## src/hw/rtl/lae_pkg.sv

```systemverilog
// Shared types, constants and the echo prefix table for the line assembler.
package lae_pkg;

  localparam logic [7:0] CHAR_CR  = 8'h0D;
  localparam logic [7:0] CHAR_LF  = 8'h0A;
  localparam logic [7:0] CHAR_NUL = 8'h00;

  localparam int unsigned PFX_LEN = 10;
  localparam int unsigned PFX_W   = $clog2(PFX_LEN);

  typedef struct packed {
    logic       req_type;
    logic [7:0] rx_byte;
  } lae_in_t;

  typedef struct packed {
    logic [7:0] tx_byte;
    logic       last;
  } lae_out_t;

  typedef enum logic {
    REQ_BYTE    = 1'b0,
    REQ_PROCESS = 1'b1
  } lae_req_e;

  typedef enum logic [1:0] {
    SEL_PREFIX,
    SEL_LINE,
    SEL_CR,
    SEL_LF
  } lae_sel_e;

  typedef enum logic [2:0] {
    ST_IDLE,
    ST_PREFIX,
    ST_READ,
    ST_EMIT,
    ST_CR,
    ST_LF
  } lae_state_e;

  typedef struct packed {
    logic     rx_take;
    logic     clr_line;
    logic     idx_clr;
    logic     idx_inc;
    logic     pfx_inc;
    logic     rd_en;
    logic     out_load;
    lae_sel_e out_sel;
  } lae_cmd_t;

  typedef struct packed {
    logic line_ready;
    logic pfx_last;
    logic idx_last;
    logic rd_zero;
    logic out_free;
  } lae_status_t;

  function automatic logic [7:0] prefix_byte(input logic [PFX_W-1:0] idx);
    logic [7:0] b;
    unique case (idx)
      4'd0:    b = 8'h52;
      4'd1:    b = 8'h65;
      4'd2:    b = 8'h63;
      4'd3:    b = 8'h65;
      4'd4:    b = 8'h69;
      4'd5:    b = 8'h76;
      4'd6:    b = 8'h65;
      4'd7:    b = 8'h64;
      4'd8:    b = 8'h3A;
      4'd9:    b = 8'h20;
      default: b = 8'h20;
    endcase
    return b;
  endfunction

endpackage

```

## src/hw/rtl/lae_stream_if.sv

```systemverilog
// Valid/ready word channel carrying one payload struct.
interface lae_stream_if #(
  parameter type payload_t = logic
);
  logic     valid;
  logic     ready;
  payload_t data;

  modport source (output valid, output data, input ready);
  modport sink   (input valid, input data, output ready);
endinterface

```

## src/hw/rtl/lae_datapath.sv

```systemverilog
// Line store, length and ready flags, echo counters and output register.
module lae_datapath #(
  parameter int unsigned LINE_BUFFER_BYTES = 32
) (
  input  logic              clk_i,
  input  logic              rst_ni,
  input  lae_pkg::lae_in_t  in_data_i,
  input  lae_pkg::lae_cmd_t cmd_i,
  input  logic              out_ready_i,
  output logic              out_valid_o,
  output lae_pkg::lae_out_t out_data_o,
  output lae_pkg::lae_status_t status_o
);

  localparam int unsigned LEN_W = $clog2(LINE_BUFFER_BYTES);
  localparam logic [LEN_W-1:0] MAX_LEN = LEN_W'(LINE_BUFFER_BYTES - 1);

  logic [7:0]             mem_q [LINE_BUFFER_BYTES];
  logic [LEN_W-1:0]       len_q, len_d;
  logic                   ready_q, ready_d;
  logic                   wr_en;
  logic [LEN_W-1:0]       idx_q, idx_d;
  logic [lae_pkg::PFX_W-1:0] pfx_q, pfx_d;
  logic [7:0]             rd_q;
  logic                   out_valid_q, out_valid_d;
  lae_pkg::lae_out_t      out_data_q, out_data_d;
  logic                   is_eol;

  assign is_eol = (in_data_i.rx_byte == lae_pkg::CHAR_CR) ||
                  (in_data_i.rx_byte == lae_pkg::CHAR_LF);

  always_comb begin
    len_d   = len_q;
    ready_d = ready_q;
    wr_en   = 1'b0;
    if (cmd_i.clr_line) begin
      len_d   = '0;
      ready_d = 1'b0;
    end else if (cmd_i.rx_take) begin
      if (is_eol) begin
        if (len_q != '0) begin
          ready_d = 1'b1;
        end
      end else if (!ready_q) begin
        if (len_q < MAX_LEN) begin
          wr_en = 1'b1;
          len_d = len_q + LEN_W'(1);
        end else begin
          len_d   = '0;
          ready_d = 1'b0;
        end
      end
    end
  end

  always_comb begin
    idx_d = idx_q;
    pfx_d = pfx_q;
    if (cmd_i.idx_clr) begin
      idx_d = '0;
      pfx_d = '0;
    end else begin
      if (cmd_i.idx_inc) begin
        idx_d = idx_q + LEN_W'(1);
      end
      if (cmd_i.pfx_inc) begin
        pfx_d = pfx_q + lae_pkg::PFX_W'(1);
      end
    end
  end

  always_comb begin
    out_valid_d = out_valid_q;
    out_data_d  = out_data_q;
    if (cmd_i.out_load) begin
      out_valid_d = 1'b1;
      unique case (cmd_i.out_sel)
        lae_pkg::SEL_PREFIX: out_data_d = '{tx_byte: lae_pkg::prefix_byte(pfx_q), last: 1'b0};
        lae_pkg::SEL_LINE:   out_data_d = '{tx_byte: rd_q, last: 1'b0};
        lae_pkg::SEL_CR:     out_data_d = '{tx_byte: lae_pkg::CHAR_CR, last: 1'b0};
        lae_pkg::SEL_LF:     out_data_d = '{tx_byte: lae_pkg::CHAR_LF, last: 1'b1};
        default:             out_data_d = '{tx_byte: lae_pkg::CHAR_LF, last: 1'b1};
      endcase
    end else if (out_ready_i) begin
      out_valid_d = 1'b0;
    end
  end

  always_ff @(posedge clk_i or negedge rst_ni) begin
    if (!rst_ni) begin
      len_q       <= '0;
      ready_q     <= 1'b0;
      idx_q       <= '0;
      pfx_q       <= '0;
      out_valid_q <= 1'b0;
    end else begin
      len_q       <= len_d;
      ready_q     <= ready_d;
      idx_q       <= idx_d;
      pfx_q       <= pfx_d;
      out_valid_q <= out_valid_d;
    end
  end

  always_ff @(posedge clk_i) begin
    out_data_q <= out_data_d;
  end

  always_ff @(posedge clk_i) begin
    if (wr_en) begin
      mem_q[len_q] <= in_data_i.rx_byte;
    end
  end

  always_ff @(posedge clk_i) begin
    if (cmd_i.rd_en) begin
      rd_q <= mem_q[idx_q];
    end
  end

  assign status_o.line_ready = ready_q;
  assign status_o.pfx_last   = (pfx_q == lae_pkg::PFX_W'(lae_pkg::PFX_LEN - 1));
  assign status_o.idx_last   = (idx_q == len_q - LEN_W'(1));
  assign status_o.rd_zero    = (rd_q == lae_pkg::CHAR_NUL);
  assign status_o.out_free   = !out_valid_q || out_ready_i;

  assign out_valid_o = out_valid_q;
  assign out_data_o  = out_data_q;

endmodule

```

## src/hw/rtl/lae_ctrl.sv

```systemverilog
// Sequencer for input intake and the echo run.
module lae_ctrl (
  input  logic                 clk_i,
  input  logic                 rst_ni,
  input  logic                 in_valid_i,
  input  logic                 in_req_i,
  output logic                 in_ready_o,
  input  lae_pkg::lae_status_t status_i,
  output lae_pkg::lae_cmd_t    cmd_o
);

  lae_pkg::lae_state_e state_q, state_d;

  always_ff @(posedge clk_i or negedge rst_ni) begin
    if (!rst_ni) begin
      state_q <= lae_pkg::ST_IDLE;
    end else begin
      state_q <= state_d;
    end
  end

  always_comb begin
    state_d    = state_q;
    in_ready_o = 1'b0;
    cmd_o      = '{out_sel: lae_pkg::SEL_PREFIX, default: 1'b0};
    unique case (state_q)
      lae_pkg::ST_IDLE: begin
        in_ready_o = 1'b1;
        if (in_valid_i) begin
          if (in_req_i == lae_pkg::REQ_BYTE) begin
            cmd_o.rx_take = 1'b1;
          end else if (status_i.line_ready) begin
            cmd_o.idx_clr = 1'b1;
            state_d       = lae_pkg::ST_PREFIX;
          end
        end
      end
      lae_pkg::ST_PREFIX: begin
        if (status_i.out_free) begin
          cmd_o.out_load = 1'b1;
          cmd_o.out_sel  = lae_pkg::SEL_PREFIX;
          cmd_o.pfx_inc  = 1'b1;
          if (status_i.pfx_last) begin
            state_d = lae_pkg::ST_READ;
          end
        end
      end
      lae_pkg::ST_READ: begin
        cmd_o.rd_en = 1'b1;
        state_d     = lae_pkg::ST_EMIT;
      end
      lae_pkg::ST_EMIT: begin
        if (status_i.rd_zero) begin
          state_d = lae_pkg::ST_CR;
        end else if (status_i.out_free) begin
          cmd_o.out_load = 1'b1;
          cmd_o.out_sel  = lae_pkg::SEL_LINE;
          if (status_i.idx_last) begin
            state_d = lae_pkg::ST_CR;
          end else begin
            cmd_o.idx_inc = 1'b1;
            state_d       = lae_pkg::ST_READ;
          end
        end
      end
      lae_pkg::ST_CR: begin
        if (status_i.out_free) begin
          cmd_o.out_load = 1'b1;
          cmd_o.out_sel  = lae_pkg::SEL_CR;
          state_d        = lae_pkg::ST_LF;
        end
      end
      lae_pkg::ST_LF: begin
        if (status_i.out_free) begin
          cmd_o.out_load = 1'b1;
          cmd_o.out_sel  = lae_pkg::SEL_LF;
          cmd_o.clr_line = 1'b1;
          state_d        = lae_pkg::ST_IDLE;
        end
      end
      default: begin
        state_d = lae_pkg::ST_IDLE;
      end
    endcase
  end

endmodule

```

## src/hw/rtl/line_assembler_with_echo.sv

```systemverilog
// Line assembler top level: collects received bytes into a line and echoes it on request.
// Each received byte is handled as it is taken: non-CR/LF bytes append to the line store while no line is
// ready, CR or LF marks a non-empty line ready, and a byte that would overflow
// LINE_BUFFER_BYTES-1 stored bytes clears the line. A process request on a ready line is
// accepted and then emits "Received: ", the stored bytes up to the first zero
// byte, and CR LF with last set on the LF; each line byte passes through the registered
// read port of the line store before it reaches the output register. No input word is taken
// during a run; a request on a line that is not ready is consumed without output. The line
// store needs no clearing after reset.
module line_assembler_with_echo #(
  parameter int unsigned LINE_BUFFER_BYTES = 32
) (
  input logic          clk_i,
  input logic          rst_ni,
  lae_stream_if.sink   in_i,
  lae_stream_if.source out_o
);

  lae_pkg::lae_cmd_t    cmd;
  lae_pkg::lae_status_t status;
  lae_pkg::lae_in_t     in_data;
  lae_pkg::lae_out_t    out_data;

  assign in_data    = in_i.data;
  assign out_o.data = out_data;

  lae_ctrl u_ctrl (
    .clk_i      (clk_i),
    .rst_ni     (rst_ni),
    .in_valid_i (in_i.valid),
    .in_req_i   (in_data.req_type),
    .in_ready_o (in_i.ready),
    .status_i   (status),
    .cmd_o      (cmd)
  );

  lae_datapath #(
    .LINE_BUFFER_BYTES (LINE_BUFFER_BYTES)
  ) u_datapath (
    .clk_i       (clk_i),
    .rst_ni      (rst_ni),
    .in_data_i   (in_data),
    .cmd_i       (cmd),
    .out_ready_i (out_o.ready),
    .out_valid_o (out_o.valid),
    .out_data_o  (out_data),
    .status_o    (status)
  );

endmodule

```

## src/flat_wrapper.sv

```systemverilog
// flat-port wrapper written by rule: the top's interface ports become plain ports
module line_assembler_with_echo_flat import lae_pkg::*;
#(
  parameter int unsigned LINE_BUFFER_BYTES = 32
)
  (clk_i, rst_ni, in_i_valid, in_i_data, in_i_ready, out_o_valid, out_o_data, out_o_ready);
  lae_stream_if #(.payload_t(lae_in_t)) in_i_i ();
  lae_stream_if #(.payload_t(lae_out_t)) out_o_i ();
  input logic clk_i;
  input logic rst_ni;
  input wire logic [$bits(in_i_i.valid)-1:0] in_i_valid;
  input wire logic [$bits(in_i_i.data)-1:0] in_i_data;
  output wire logic [$bits(in_i_i.ready)-1:0] in_i_ready;
  output wire logic [$bits(out_o_i.valid)-1:0] out_o_valid;
  output wire logic [$bits(out_o_i.data)-1:0] out_o_data;
  input wire logic [$bits(out_o_i.ready)-1:0] out_o_ready;
  assign in_i_i.valid = in_i_valid;
  assign in_i_i.data = in_i_data;
  assign in_i_ready = in_i_i.ready;
  assign out_o_valid = out_o_i.valid;
  assign out_o_data = out_o_i.data;
  assign out_o_i.ready = out_o_ready;
  line_assembler_with_echo #(.LINE_BUFFER_BYTES(LINE_BUFFER_BYTES)) u_core (.clk_i(clk_i), .rst_ni(rst_ni), .in_i(in_i_i), .out_o(out_o_i));
endmodule
```

## config.mk

```make
export PLATFORM = sky130hd
export DESIGN_NAME = line_assembler_with_echo_flat
export DESIGN_NICKNAME = d
export VERILOG_FILES = /design/src/hw/rtl/lae_pkg.sv /design/src/hw/rtl/lae_stream_if.sv /design/src/hw/rtl/lae_datapath.sv /design/src/hw/rtl/lae_ctrl.sv /design/src/hw/rtl/line_assembler_with_echo.sv /design/src/flat_wrapper.sv
export SDC_FILE = /design/constraint.sdc
export NUM_CORES = 1
export LEC_CHECK = 0
export BUFFER_PORTS_ARGS = -buffer_cell sky130_fd_sc_hd__buf_2
export CAP_MARGIN = 20
export CORE_ASPECT_RATIO = 0.5
export CORE_MARGIN = 3
export CORE_UTILIZATION = 50
export DETAILED_ROUTE_END_ITERATION = 12
export HOLD_SLACK_MARGIN = 0.12
export PLACE_DENSITY = 0.75
export SLEW_MARGIN = 20
export SYNTH_ARGS = -nofsm -noshare
export SYNTH_HDL_FRONTEND = slang
export SYNTH_HIERARCHICAL = 1
export SYNTH_SLANG_ARGS = --single-unit
```

## constraint.sdc

```tcl
create_clock -name clk_i -period 2.5 [get_ports clk_i]
set_input_delay 0 -clock clk_i [delete_from_list [all_inputs] [get_ports clk_i]]
set_output_delay 0 -clock clk_i [all_outputs]
set_load 0.01 [all_outputs]
```

# Yosys cells after proc, flatten, opt, wreduce, memory -nomap -nowiden
# Memories as Yosys holds them, arrays and structs flattened. A register that Yosys moved wholly into a read port is not among the register bits.
# Index checks and enable logic that the tools add are counted.
[word_totals]
register_bits = 28
latchBits = 0
ramBits = 256
romBits = 112
out_inout_bits = 11
mem_count = 2
[classes]
n_addsub = 4
mul = 0
div_mod_pow = 0
order_cmp = 1
eq_ne = 23
shifts = 0
mux = 56
bitwise_logic = 0
reduce_logical = 14
[memory_table]
columns = ["name", "words", "word_bits", "read_ports", "rd_clocked_by_memory_dff", "write_ports", "line_no", "source"]
rows = [
  ["u_core.u_datapath.mem_q", 32, 8, 1, 1, 1, "lae_datapath.sv:18", "logic [7:0] mem_q [LINE_BUFFER_BYTES];"],
  ["(name not given)", 16, 7, 1, 0, 0, "lae_pkg.sv:63", "unique case (idx)"],
]
[op_table]
columns = ["operator", "count"]
rows = [
  ["2-to-1 mux 3 bit", 15],
  ["case mux 9 bit (4 select lines)", 1],
  ["2-to-1 mux 5 bit", 7],
  ["2-to-1 mux 1 bit", 29],
  ["case mux 3 bit (6 select lines)", 1],
  ["equality test 8 x 4 -> 1 bit (second input constant)", 2],
  ["inequality test 2 x 1 -> 1 bit (second input constant)", 6],
  ["case mux 3 bit (4 select lines)", 1],
  ["adder 5 x 1 -> 5 bit (second input constant)", 2],
  ["logical NOT 8 bit", 1],
  ["2-to-1 mux 4 bit", 2],
  ["AND reduction 8 bit", 1],
  ["nonzero test 2 bit", 4],
  ["equality test 3 x 2 -> 1 bit (second input constant)", 2],
  ["equality test 3 bit (second input constant)", 2],
  ["inequality test 2 bit (second input constant)", 3],
  ["inequality test 3 x 1 -> 1 bit (second input constant)", 2],
  ["equality test 5 bit", 1],
  ["less-than comparator 5 bit (second input constant)", 1],
  ["nonzero test 5 bit", 1],
  ["subtractor 5 x 1 -> 5 bit (second input constant)", 1],
  ["adder 4 x 1 -> 4 bit (second input constant)", 1],
  ["equality test 2 bit (second input constant)", 2],
  ["equality test 4 bit (second input constant)", 1],
  ["8 further kinds", 9],
]

# Longest topological paths before layout
# Gate-level depths: netlist of the first run.
[depth]
depth_word = 8
mapped_depth = 11
ltp_nobuf = 10

# By module
# The synthesis of the first run kept the hierarchy.
[by_module_without_submodules]
columns = ["mod", "n_inst", "cells_each", "area_each_um2", "seq_area_each_um2"]
rows = [
  ["lae_datapath", 1, 629, 11664.9, 8598.2],
  ["lae_ctrl", 1, 42, 331.6, 75.1],
]

# Worst setup path before layout of the first run
# No wires, ideal clock.
[synth_timing]
path_kind = "register -> register"
start = "reg u_core.u_datapath.len_q[0]"
end = "reg u_core.u_datapath.idx_q[4]"
arrival_time_ns = 2.426
required_ns = 2.370
slack_ns = -0.056
path_stages_with_launch = 12
path_buffers = 1
synth_period_minus_slack_ns = 2.556
path_cell_list = "dfrtp_1 -> clkbuf_1 -> inv_1 -> ha_1 -> xor2_1 -> xnor2_1 -> nand3_1 -> nor3_1 -> nor4_1 -> nand4_1 -> xor2_1 -> nor2_1"
[synth_lines]
columns = ["element", "line_no", "source"]
rows = [
  ["start: declaration", "lae_datapath.sv:19", "logic [LEN_W-1:0] len_q, len_d;"],
  ["start signal: assignment", "lae_datapath.sv:97", "len_q <= len_d;"],
  ["end signal: assignment", "lae_datapath.sv:99", "idx_q <= idx_d;"],
  ["end: declaration", "lae_datapath.sv:22", "logic [LEN_W-1:0] idx_q, idx_d;"],
]

==> summary.md, run 1 <==
| Metric | Value |
|---|---|
| Met1 Usage GRT | `0.295` |
| Synth warn | `6` |
| Clock skew | `0.0180 ns` |
| CTS Buf Count | `26` |
| Post-Synthesis Cells | `671` |
| Clock transition at the register clock pins on the worst setup and hold paths after CTS | `0.06 ns` |
| Final net count | `785` |
| Pin slew with the least headroom to its limit | `0.972 ns` |
| First-pass GRT wire length | `41700 microns` |
| # clock sinks | `292` |
| DRC viols | `0` |
| Crit share post-route | `0.980` |
| Pins Over Slew Limit | `0` |
| Final HPWL DP | `16800 microns` |
| Clock Tree Root | `clkbuf_16` |
| Post-layout util | `0.598` |
| Crit path arrival time | `2.61 ns` |
| Synthesized flop and latch total | `292` |
| FF-to-FF setup slack | `0.05 ns` |
| Rel. slew slack | `0.351` |
| IO buf count | `23` |
| Mapped Nets | `694` |
| Clock tree from TritonCTS | `done` |
| Sequential fraction of the synthesis area | `0.723` |
| HP Class | `primary input to flip-flop` |
| CP endpoint kind | `flip-flop` |
| Ports | `24` |
| Psw | `4.52 mW` |
| Initial antenna violation count | `1` |
| Top Usage Layer GRT | `met2` |
| Pwr Density | `1060 mW/mm^2` |
| Switching part of the total | `0.308` |
| Most common cell after layout, fill and taps aside | `edfxtp_1` |
| Setup crit start kind | `flip-flop` |
| Area Growth Syn to Fin | `15.6%` |
| Die Y | `116 microns` |
| DRT Pass-1 Iters | `5` |
| Largest net degree at the start of global routing | `40` |
| Vias | `6683` |
| Setup Viol. Count Final | `0` |
| Crit path kind | `flip-flop to flip-flop` |
| Routability Congestion | `0.873` |
| Antenna-violating nets left | `0` |
| Non-Filler Instances | `1087` |
| RSZ-0062 raised after global routing | `yes` |
| Grt met2 use | `0.349` |
| Max Clock Freq | `408 MHz` |
| Fin. Hold Viols | `0` |
| Placed Cells | `1020` |
| Internal | `10.2 mW` |
| Slowest-stage cell, CP | `nor2_1` |
| Final WL | `27500 microns` |
| Max-Cap Viols | `0` |
| Post-synth top area cell | `edfxtp_1` |
| CTS H-tree depth | `1` |
| Netlist cell types | `54` |
| Run status | `completed` |
| Remaining global-route overflow | `0` |
| Tot GR Track Use | `0.216` |
| Core Region | `0.0232 sq mm` |
| Max IR drop VDD | `493 uV` |
| Post-Syn Area per Cell | `17.9 sq um` |
| Initial Util | `0.518` |
| Critical path cell sequence | `nor3_2 > and3b_1 > nor2b_1 > buf_4 > nand4_1 > buf_4 > nor2_1` |
| Main flop type after synthesis | `edfxtp_1` |
| Critical Path Max Stage Delay | `0.67 ns` |
| CP required | `2.66 ns` |
| Synth top area share | `0.683` |
| Vias per inst | `6.15` |
| Gate power share | `0.315` |
| DR WL/cell | `25.3 microns` |
| Clock latency on the worst-skew pair | `0.54 ns` |
| Number of flops mapped to enable cells by yosys | `273` |
| Number of core rows | `39` |
| Most frequent cells in the layout | `edfxtp_1, buf_4, nor2_1, mux4_2, mux2i_1` |
| Vias in the first global route | `6802` |
| Layout cells sized above 1 | `0.249` |
| Starting DRC count in detailed routing | `859` |
| Die area | `0.0260 sq mm` |
| Asr flop ratio synth | `0.0651` |
| Mapped Area | `0.0120 sq mm` |
| CTS max path bufs | `3` |
| Floorplan die width | `225 microns` |
| Flop pwr share | `0.410` |
| Clock power share | `0.274` |
| Largest cells by area after synthesis | `edfxtp_1, mux4_2, dfrtp_1, mux2i_1, nor2_1` |
| Fill cell count | `1610` |
| Leakage | `4.68 nW` |
| Crit-path max FO | `8` |
| Tmin final | `2.45 ns` |
| Most used cell, CP | `buf_4` |
| # diodes | `0` |
| GRT met3 Usage | `0.0537` |
-- worst max-delay path, delay by kind of cell (launching register included) --
family        cells  cell delay [ns]
simple gates      5             1.32
flops             1             0.38
buf+inv           2             0.38
-- power by group through the flow --
stage / clock network [mW] / logic [mW] / registers (mW)
3_5_place_dp: 0 / 4.26 / 6.17
3_3_place_gp: 0 / 4.21 / 6.16
4_1_cts: 4.07 / 4.58 / 6.02
2_1_floorplan: 0 / 3.04 / 6.02
6_report: 4.03 / 4.63 / 6.03
5_1_grt: 4.27 / 4.95 / 6.06
-- worst paths after layout --
check	start	endpoint	cells after the start
hold reg to reg	u_core/u_datapath/rd_q[2]	u_core/u_datapath/out_data_o[3]	2
setup reg to reg	u_core/u_ctrl/state_q[0]	u_core/u_datapath/mem_q[5][6]	7
max in group asynchronous	rst_ni	u_core/u_datapath/idx_q[0]	3
setup / recovery	u_core/u_ctrl/state_q[0]	u_core/u_datapath/mem_q[5][6]	7
min in group asynchronous	rst_ni	u_core/u_datapath/pfx_q[0]	3
hold / removal	out_o_ready	u_core/u_datapath/out_valid_o	5
-- flip-flops by register name, indices dropped and copies added (netlist names) --
name                           count
u_core/u_ctrl/state_q              3
u_core/u_datapath/idx_q            5
u_core/u_datapath/len_q            5
u_core/u_datapath/mem_q          256
u_core/u_datapath/out_data_o       9
u_core/u_datapath/out_valid_o      1
u_core/u_datapath/pfx_q            4
u_core/u_datapath/rd_q             8
u_core/u_datapath/ready_q          1
-- stage by stage --
step	power, mW	hold WS [ns]	setup TNS, ns	instance area (sq um)	setup WS (ns)
after floorplan	9.07	-0.296	-0.531	12000	-0.0102
after global placement	10.4	-0.0357	-0.544	12700	-0.253
after detailed placement	10.4	-0.0258	-0.507	12700	-0.222
after CTS	14.7	0.465	0	13800	0.0484
after global routing	15.3	0.478	-3.39	13900	-0.0687
final	14.7	0.473	0	13900	0.0494
-- area by class of cell --
type | instances | area [sq um] | share of cell area
clock buffers | 29 | 662 | 0.0477
clock inverters | 17 | 198 | 0.0143
inverters | 9 | 33.8 | 0.00244
multi-input cells | 334 | 3130 | 0.226
flip-flops and latches | 292 | 8680 | 0.626
well taps | 307 | 384 | 0.0277
repair buffers | 99 | 783 | 0.0565
-- cell usage after synthesis (2+ instances only) --
cell         n
a2111oi_1    3
a2111oi_2    3
a21oi_1     28
a22o_1       8
a22oi_1      7
a31oi_1      5
and2_1       2
and3b_1      2
buf_1        5
buf_2        5
buf_4        5
buf_6        5
clkbuf_1    15
dfrtp_1     19
edfxtp_1   273
ha_1        10
inv_1        9
mux2_1       2
mux2i_1     33
mux4_1       8
mux4_2      41
nand2_1     17
nand2b_1     5
nand3_1      9
nand3b_1     7
nand4_1      8
nor2_1      58
nor2b_1      5
nor3_1       3
nor3b_1      4
nor4_1       4
o211a_1      2
o21ai_0      8
o221ai_1     8
o22ai_1      7
o31ai_1      3
or4_1        4
xnor2_1      7
xor2_1       9
-- timing repair --
| item | 4_1_cts | 5_1_grt |
|---|---|---|
| endpoints found under the hold margin | 286 | 0 |
| hold buffers | 14 | 0 |
| endpoints found under the setup margin | 4 | 181 |
| gates resized for setup | 3 | 16 |
| setup buffers | 7 | 0 |
-- logic make-up after synthesis --
family,Yosys count,share of synthesized area
xor+xnor,16,0.0117
compound gates,91,0.0544
flops,292,0.723
buf+inv,45,0.0207
simple gates,132,0.0550
fa+ha+maj,10,0.0104
mux,85,0.125
-- routing by layer --
metal  wire, microns  part of all wire
met5              15           0.00055
met4             822             0.030
met3            2690             0.098
met2           12900              0.47
met1           11100              0.40
No activity file was read; power rests on OpenSTA's default activity.
==> run 2, diff against run 1 <==
--- a/config.mk
+++ b/config.mk
@@ -11,6 +11,7 @@
 export CORE_MARGIN = 3
 export CORE_UTILIZATION = 50
 export DETAILED_ROUTE_END_ITERATION = 12
+export GPL_ROUTABILITY_DRIVEN = 0
 export HOLD_SLACK_MARGIN = 0.12
 export PLACE_DENSITY = 0.75
 export SLEW_MARGIN = 20
==> constraint.sdc (replaced) <==
create_clock -name clk_i -period 2.5 [get_ports clk_i]
set_input_delay 0.5 -clock clk_i [delete_from_list [all_inputs] [get_ports clk_i]]
set_output_delay 0.5 -clock clk_i [all_outputs]
set_load 0.01 [all_outputs]
==> summary.md, run 2 (synthesis results as in run 1) <==
| Metric | Value |
|---|---|
| CP endpoint kind | `flip-flop (unchanged)` |
| DR WL/cell | `25.2 microns (was 25.3 microns)` |
| Fin. Hold Viols | `0 (unchanged)` |
| Antenna-violating nets left | `0 (unchanged)` |
| # clock sinks | `292 (unchanged)` |
| Reg-to-Reg Start | `u_core/u_datapath/idx_q[0] (was u_core/u_ctrl/state_q[0])` |
| IO buf count | `23 (unchanged)` |
| Run status | `completed (unchanged)` |
| FF-to-FF setup slack | `0.02 ns (was 0.05 ns)` |
| Setup Viol. Count Final | `0 (unchanged)` |
| Pwr Density | `1060 mW/mm^2 (about the same)` |
| DRC viols | `0 (unchanged)` |
| Area Growth Syn to Fin | `14.5% (was 15.6%)` |
| Floorplan die width | `225 microns (unchanged)` |
| FF/Latch Area | `0.00868 sq mm (unchanged)` |
| Most frequent cells in the layout | `edfxtp_1, buf_4, mux4_2, nor2_1, mux2i_1 (was edfxtp_1, buf_4, nor2_1, mux4_2, mux2i_1)` |
| CP Capture Point | `u_core/u_datapath/rd_q[5] (was u_core/u_datapath/mem_q[5][6])` |
| Initial antenna violation count | `0 (was 1)` |
| Clock transition at the register clock pins on the worst setup and hold paths after CTS | `0.07 ns (was 0.06 ns)` |
| First-pass GRT wire length | `41200 microns (was 41700 microns)` |
| HP Class | `primary input to flip-flop (unchanged)` |
| Vias | `6665 (was 6683)` |
| Setup_tns | `0 ns (unchanged)` |
| Switching part of the total | `0.311 (was 0.308)` |
| Tmin final | `2.48 ns (was 2.45 ns)` |
| Clock skew | `0.0164 ns (was 0.0180 ns)` |
| Clock Tree Root | `clkbuf_16 (unchanged)` |
| Core Region | `0.0232 sq mm (unchanged)` |
| Crit path arrival time | `2.74 ns (was 2.61 ns)` |
| DRT Pass-1 Iters | `5 (unchanged)` |
| Crit-path max FO | `35 (was 8)` |
| Largest net degree at the start of global routing | `41 (was 40)` |
| Pins Over Slew Limit | `0 (unchanged)` |
| # diodes | `0 (unchanged)` |
| Critical path cell sequence | `buf_4 > buf_12 > mux4_2 > a2111oi_2 > a21oi_1 (was nor3_2 > and3b_1 > nor2b_1 > buf_4 > nand4_1 > buf_4 > nor2_1)` |
| Fill cell count | `1583 (was 1610)` |
| Remaining global-route overflow | `0 (unchanged)` |
| Clock latency on the worst-skew pair | `0.55 ns (was 0.54 ns)` |
| Final net count | `766 (was 785)` |
| Starting DRC count in detailed routing | `799 (was 859)` |
| Crit share post-route | `0.993 (was 0.980)` |
| Slowest-stage cell, CP | `mux4_2 (was nor2_1)` |
| Worst-case reg-to-reg path depth | `5 (was 7)` |
| Die area | `0.0260 sq mm (unchanged)` |
| Initial Util | `0.518 (unchanged)` |
| Leakage | `4.60 nW (was 4.68 nW)` |
| CTS Buf Count | `26 (unchanged)` |
| CP required | `2.76 ns (was 2.66 ns)` |
| Design area | `0.0137 sq mm (was 0.0139 sq mm)` |
| Psw | `4.51 mW (was 4.52 mW)` |
| Max IR drop VDD | `637 uV (was 493 uV)` |
| Clock power share | `0.272 (was 0.274)` |
| Vias in the first global route | `6606 (was 6802)` |
| Layout cells sized above 1 | `0.249 (about the same)` |
| Max Clock Freq | `403 MHz (was 408 MHz)` |
| Ports | `24 (unchanged)` |
| Multi-input gate area | `0.00316 sq mm (was 0.00313 sq mm)` |
| Crit path launch | `u_core/u_datapath/idx_q[0] (was u_core/u_ctrl/state_q[0])` |
| Crit path kind | `flip-flop to flip-flop (unchanged)` |
| Max-Cap Viols | `0 (unchanged)` |
| Vias per inst | `6.23 (was 6.15)` |
| Rel. slew slack | `0.419 (was 0.351)` |
| Critical Path Max Stage Delay | `0.57 ns (was 0.67 ns)` |
| Number of core rows | `39 (unchanged)` |
| Die Y | `116 microns (unchanged)` |
| CTS max path bufs | `3 (unchanged)` |
| Placed Area | `0.0128 sq mm (was 0.0127 sq mm)` |
| Tot GR Track Use | `0.213 (was 0.216)` |
| Setup crit start kind | `flip-flop (unchanged)` |
| Clock tree from TritonCTS | `done (unchanged)` |
| Register with the most flip-flops | `u_core/u_datapath/mem_q (unchanged)` |
| RSZ-0062 raised after global routing | `yes (unchanged)` |
| FF-to-FF End | `u_core/u_datapath/rd_q[5] (was u_core/u_datapath/mem_q[5][6])` |
| CTS H-tree depth | `1 (unchanged)` |
| Final WL | `27000 microns (was 27500 microns)` |
| Internal | `10.0 mW (was 10.2 mW)` |
| Final HPWL DP | `17300 microns (was 16800 microns)` |
| Most common cell after layout, fill and taps aside | `edfxtp_1 (unchanged)` |
| Post-layout util | `0.592 (was 0.598)` |
| Pin slew with the least headroom to its limit | `0.868 ns (was 0.972 ns)` |
| Flop pwr share | `0.418 (was 0.410)` |
| Max reg flops | `256 (unchanged)` |
| Gate power share | `0.310 (was 0.315)` |
run 2: worst min-delay path by stage:
stage / endpoint / cells after the start / start / slack, ns
floorplan: u_core/u_ctrl/state_q[0] / 0 / rst_ni / 0.20
global placement: u_core/u_datapath/out_valid_o / 1 / rst_ni / 0.47
detailed placement: u_core/u_datapath/out_valid_o / 1 / rst_ni / 0.47
CTS: u_core/u_datapath/mem_q[15][1] / 1 / in_i_data[1] / 0.31
global route: u_core/u_datapath/mem_q[15][1] / 1 / in_i_data[1] / 0.32
finish: u_core/u_datapath/mem_q[15][1] / 1 / in_i_data[1] / 0.32
run 2: final cells by class:
class,instances,share of cell area
clock buffers,32,0.0490
clock inverters,16,0.0119
inverters,9,0.00246
multi-input cells,334,0.230
flip-flops and latches,292,0.632
well taps,307,0.0280
repair buffers,80,0.0461
run 2: repair_timing:
action	CTS	global route
endpoints found under the hold margin	19	0
endpoints found under the setup margin	20	188
hold buffers	1	0
buffers inserted	3	0
resized for setup	4	24
run 2: worst max-delay path: cells and delay by family, from the launching register on:
family / cells / cell delay [ns]
compound gates: 2 / 0.64
buf+inv: 2 / 0.44
flops: 1 / 0.53
mux: 1 / 0.57
run 2: power groups by stage:
stage	Combinational, mW	Clock [mW]	Sequential, mW
2_1_floorplan	3.04	0	6.02
3_3_place_gp	4.18	0	6.19
3_5_place_dp	4.25	0	6.19
4_1_cts	4.40	3.99	6.06
5_1_grt	4.84	4.19	6.10
6_report	4.50	3.95	6.07
run 2: stage by stage:
step	instances	hold WS (ns)	total power, mW	setup WS [ns]
global placement	1018	0.465	10.4	-0.107
floorplan	671	0.204	9.07	-0.0102
detailed placement	1018	0.470	10.4	-0.218
global route	1070	0.325	15.1	-0.0464
CTS	1070	0.307	14.5	0.00174
finish	1070	0.322	14.5	0.0182
run 2: layer usage:
layer	global-route usage	share of wire	up-vias
met2	0.351	0.47	343
met5	0	0	-
met4	0.0529	0.020	0
met1	0.304	0.41	3429
met3	0.0329	0.092	39
li1	-	-	2854
==> run 3, diff against run 2 <==
--- a/config.mk
+++ b/config.mk
@@ -6,16 +6,15 @@
 export NUM_CORES = 1
 export LEC_CHECK = 0
 export BUFFER_PORTS_ARGS = -buffer_cell sky130_fd_sc_hd__buf_2
-export CAP_MARGIN = 20
 export CORE_ASPECT_RATIO = 0.5
 export CORE_MARGIN = 3
 export CORE_UTILIZATION = 50
 export DETAILED_ROUTE_END_ITERATION = 12
 export GPL_ROUTABILITY_DRIVEN = 0
+export GPL_TIMING_DRIVEN = 0
 export HOLD_SLACK_MARGIN = 0.12
 export PLACE_DENSITY = 0.75
 export SLEW_MARGIN = 20
 export SYNTH_ARGS = -nofsm -noshare
 export SYNTH_HDL_FRONTEND = slang
-export SYNTH_HIERARCHICAL = 1
 export SYNTH_SLANG_ARGS = --single-unit
==> summary.md, run 3 <==
| Metric | Value |
|---|---|
| Run status | `completed (unchanged)` |
| RSZ-0062 raised after global routing | `no (was yes)` |
| Clock skew | `0.0170 ns (was 0.0164 ns)` |
| Clock latency on the worst-skew pair | `0.53 ns (was 0.55 ns)` |
| Antenna-violating nets left | `0 (unchanged)` |
| CP required | `2.74 ns (was 2.76 ns)` |
| Final WL | `28500 microns (was 27000 microns)` |
| Grt met2 use | `0.359 (was 0.351)` |
| # diodes | `0 (unchanged)` |
| Tot GR Track Use | `0.224 (was 0.213)` |
| Crit path arrival time | `2.67 ns (was 2.74 ns)` |
| DRC viols | `0 (unchanged)` |
| Clock tree from TritonCTS | `done (unchanged)` |
| Most frequent cell after synthesis | `edfxtp_1 (unchanged)` |
| Mapped Nets | `729 (was 694)` |
| Main flop type after synthesis | `edfxtp_1 (unchanged)` |
| Netlist cell types | `52 (was 54)` |
| Die Y | `116 microns (about the same)` |
| Critical Path Max Stage Delay | `0.35 ns (was 0.57 ns)` |
| Clock transition at the register clock pins on the worst setup and hold paths after CTS | `0.07 ns (about the same)` |
| Leakage | `4.88 nW (was 4.60 nW)` |
| Rel. slew slack | `0.489 (was 0.419)` |
| Crit-path max FO | `10 (was 35)` |
| FF-to-FF End | `u_core.u_datapath.rd_q[2] (was u_core/u_datapath/rd_q[5])` |
| CTS max path bufs | `3 (unchanged)` |
| Most common cell after layout, fill and taps aside | `edfxtp_1 (unchanged)` |
| Fill cell count | `1547 (was 1583)` |
| Final HPWL DP | `17300 microns (about the same)` |
| Post-layout util | `0.614 (was 0.592)` |
| CTS Buf Count | `25 (was 26)` |
| Pin slew with the least headroom to its limit | `0.767 ns (was 0.868 ns)` |
| Remaining global-route overflow | `0 (unchanged)` |
| Layout cells sized above 1 | `0.266 (was 0.249)` |
| Max Clock Freq | `410 MHz (was 403 MHz)` |
| Sequential fraction of the synthesis area | `0.719 (was 0.723)` |
| Asr flop ratio synth | `0.0651 (unchanged)` |
| Placed Cells | `1037 (was 1018)` |
| FF/Latch Area | `0.00868 sq mm (about the same)` |
| Max reg flops | `256 (unchanged)` |
| Critical path cell sequence | `buf_2 > buf_4 > buf_4 > mux2i_1 > a22oi_1 > a31oi_1 > o221ai_1 (was buf_4 > buf_12 > mux4_2 > a2111oi_2 > a21oi_1)` |
| Starting DRC count in detailed routing | `836 (was 799)` |
| Fin. Hold Viols | `0 (unchanged)` |
| Vias | `6979 (was 6665)` |
| Die area | `0.0261 sq mm (was 0.0260 sq mm)` |
| Post-Synthesis Cells | `707 (was 671)` |
| Pins Over Slew Limit | `0 (unchanged)` |
| Pwr Density | `1020 mW/mm^2 (was 1060 mW/mm^2)` |
| HP Start | `out_o_ready (was in_i_data[1])` |
| Synthesized flop and latch total | `292 (unchanged)` |
| Floorplan die width | `226 microns (was 225 microns)` |
| Power Total | `14.6 mW (was 14.5 mW)` |
| Number of flops mapped to enable cells by yosys | `273 (unchanged)` |
| Largest cells by area after synthesis | `edfxtp_1, mux2i_1, mux4_2, dfrtp_1, nor2_1 (was edfxtp_1, mux4_2, dfrtp_1, mux2i_1, nor2_1)` |
| Number of core rows | `39 (unchanged)` |
| Max-Cap Viols | `0 (unchanged)` |
| Ports | `24 (unchanged)` |
| Reg-to-Reg Start | `u_core.u_datapath.idx_q[1] (was u_core/u_datapath/idx_q[0])` |
| Slowest-stage cell, CP | `dfrtp_1 (was mux4_2)` |
| DR WL/cell | `25.5 microns (was 25.2 microns)` |
| WHS Endpoint | `u_core.u_datapath.out_valid_o (was u_core/u_datapath/mem_q[15][1])` |
| Clock Tree Root | `clkbuf_16 (unchanged)` |
| DRT Pass-1 Iters | `5 (unchanged)` |
| Final net count | `813 (was 766)` |
| Met1 Usage GRT | `0.312 (was 0.304)` |
| Worst-case reg-to-reg path depth | `7 (was 5)` |
| Area Growth Syn to Fin | `18.4% (was 14.5%)` |
| Max IR drop VDD | `509 uV (was 637 uV)` |
| Synth warn | `0 (was 6)` |
| Crit path kind | `flip-flop to flip-flop (unchanged)` |
| Register with the most flip-flops | `u_core.u_datapath.mem_q (was u_core/u_datapath/mem_q)` |
| Non-Filler Instances | `1115 (was 1070)` |
| GRT met3 Usage | `0.0448 (was 0.0329)` |
| Top Usage Layer GRT | `met2 (unchanged)` |
| Vias per inst | `6.26 (was 6.23)` |
| Post-synth top cells | `edfxtp_1, mux2i_1, nor2_1, mux4_2 (was edfxtp_1, nor2_1, mux4_2, mux2i_1, a21oi_1)` |
| Post-Syn Area per Cell | `17.1 sq um (was 17.9 sq um)` |
| Initial antenna violation count | `0 (unchanged)` |
| CTS H-tree depth | `1 (unchanged)` |
| Largest net degree at the start of global routing | `35 (was 41)` |
| Synth top area share | `0.680 (was 0.683)` |
| HP Class | `primary input to flip-flop (unchanged)` |
| Most frequent cells in the layout | `edfxtp_1, mux2i_1, mux4_2, buf_2, nor2_4 (was edfxtp_1, buf_4, mux4_2, nor2_1, mux2i_1)` |
| FF-to-FF setup slack | `0.06 ns (was 0.02 ns)` |
| CP endpoint kind | `flip-flop (unchanged)` |
| Crit share post-route | `0.975 (was 0.993)` |
| IO buf count | `23 (unchanged)` |
| Initial Util | `0.518 (about the same)` |
| Post-synth top area cell | `edfxtp_1 (unchanged)` |
| Multi-input gate area | `0.00352 sq mm (was 0.00316 sq mm)` |
| Tmin final | `2.44 ns (was 2.48 ns)` |
| Vias in the first global route | `7067 (was 6606)` |
| Most used cell, CP | `buf_4` |
| Mapped Area | `0.0121 sq mm (was 0.0120 sq mm)` |
| First-pass GRT wire length | `43500 microns (was 41200 microns)` |
| Setup Viol. Count Final | `0 (unchanged)` |
| Hold path cells | `3 (was 1)` |
| Setup crit start kind | `flip-flop (unchanged)` |
| Core Region | `0.0233 sq mm (was 0.0232 sq mm)` |
| # clock sinks | `292 (unchanged)` |
run 3: cell types whose count changed after synthesis, moves of 5 or more:
cell and change:
nand4_1 -6, mux4_2 -9, buf_2 +12, a22o_1 +8
nor3_1 +13, mux2i_1 +52, mux4_1 -8, o22ai_1 -7
xor2_1 -5, buf_6 -5, nor2_1 -10, a21oi_1 -10
run 3: timing repair:
action / 4_1_cts / 5_1_grt
endpoints found under the setup margin: 266 / 227
endpoints found under the hold margin: 19 / 0
hold buffers: 1 / 0
gates resized for setup: 88 / 16
setup buffers: 36 / 1
pin swaps: 30 / 2
run 3: critical path, delay by kind of cell, from the launching register on:
family | cells | cell delay, ns
compound gates | 3 | 0.70
buf+inv | 3 | 0.88
flops | 1 | 0.35
mux | 1 | 0.22
run 3: kinds of logic (layout without fill, tap and decap cells):
| logic type | Yosys count | in the layout | share of synthesized area |
|---|---|---|---|
| buf+inv | 47 | 148 | 0.0168 |
| flops | 292 | 292 | 0.719 |
| mux | 119 | 119 | 0.132 |
| simple gates | 138 | 138 | 0.0598 |
| xor+xnor | 11 | 11 | 0.00799 |
| fa+ha+maj | 9 | 9 | 0.00934 |
| compound gates | 91 | 91 | 0.0548 |
run 3: worst max path at each step:
stage                               start                             end
2_1_floorplan    u_core.u_ctrl.state_q[2]  u_core.u_datapath.mem_q[10][0]
3_3_place_gp                 in_i_data[1]  u_core.u_datapath.mem_q[10][6]
3_5_place_dp                 in_i_data[1]  u_core.u_datapath.mem_q[10][6]
4_1_cts        u_core.u_datapath.idx_q[1]       u_core.u_datapath.rd_q[3]
5_1_grt          u_core.u_ctrl.state_q[1]  u_core.u_datapath.mem_q[31][1]
6_report       u_core.u_datapath.idx_q[1]       u_core.u_datapath.rd_q[2]
run 3: routing by layer:
layer  part of all wire  wire length, microns
met3              0.089                  2550
met4              0.029                   835
met2               0.48                 13600
met5                  0                     0
met1               0.40                 11500
run 3: where the power goes:
group | internal (mW) | total, mW | switching [mW]
clock | 2.10 | 3.78 | 1.67
combinational | 1.94 | 4.79 | 2.84
sequential | 5.74 | 5.99 | 0.251
run 3: layout make-up:
cell class              instances  share of cell area
inverters                       6             0.00158
repair buffers                 61              0.0484
well taps                     307              0.0269
clock inverters                12             0.00788
plain buffers                  37              0.0143
multi-input cells             368               0.247
clock buffers                  32              0.0470
flip-flops and latches        292               0.607
run 3: per-stage QoR:
| stage | hold WS (ns) | cell area [sq um] | setup TNS, ns | setup WS (ns) |
|---|---|---|---|---|
| after floorplan | 0.204 | 12100 | 0 | 0.0525 |
| after global placement | 0.468 | 12600 | -207.00 | -0.891 |
| after detailed placement | 0.474 | 12600 | -229.60 | -1.04 |
| after CTS | 0.338 | 14200 | 0 | 0.0166 |
| after global routing | 0.385 | 14300 | 0 | 0.00310 |
| final | 0.344 | 14300 | 0 | 0.0637 |
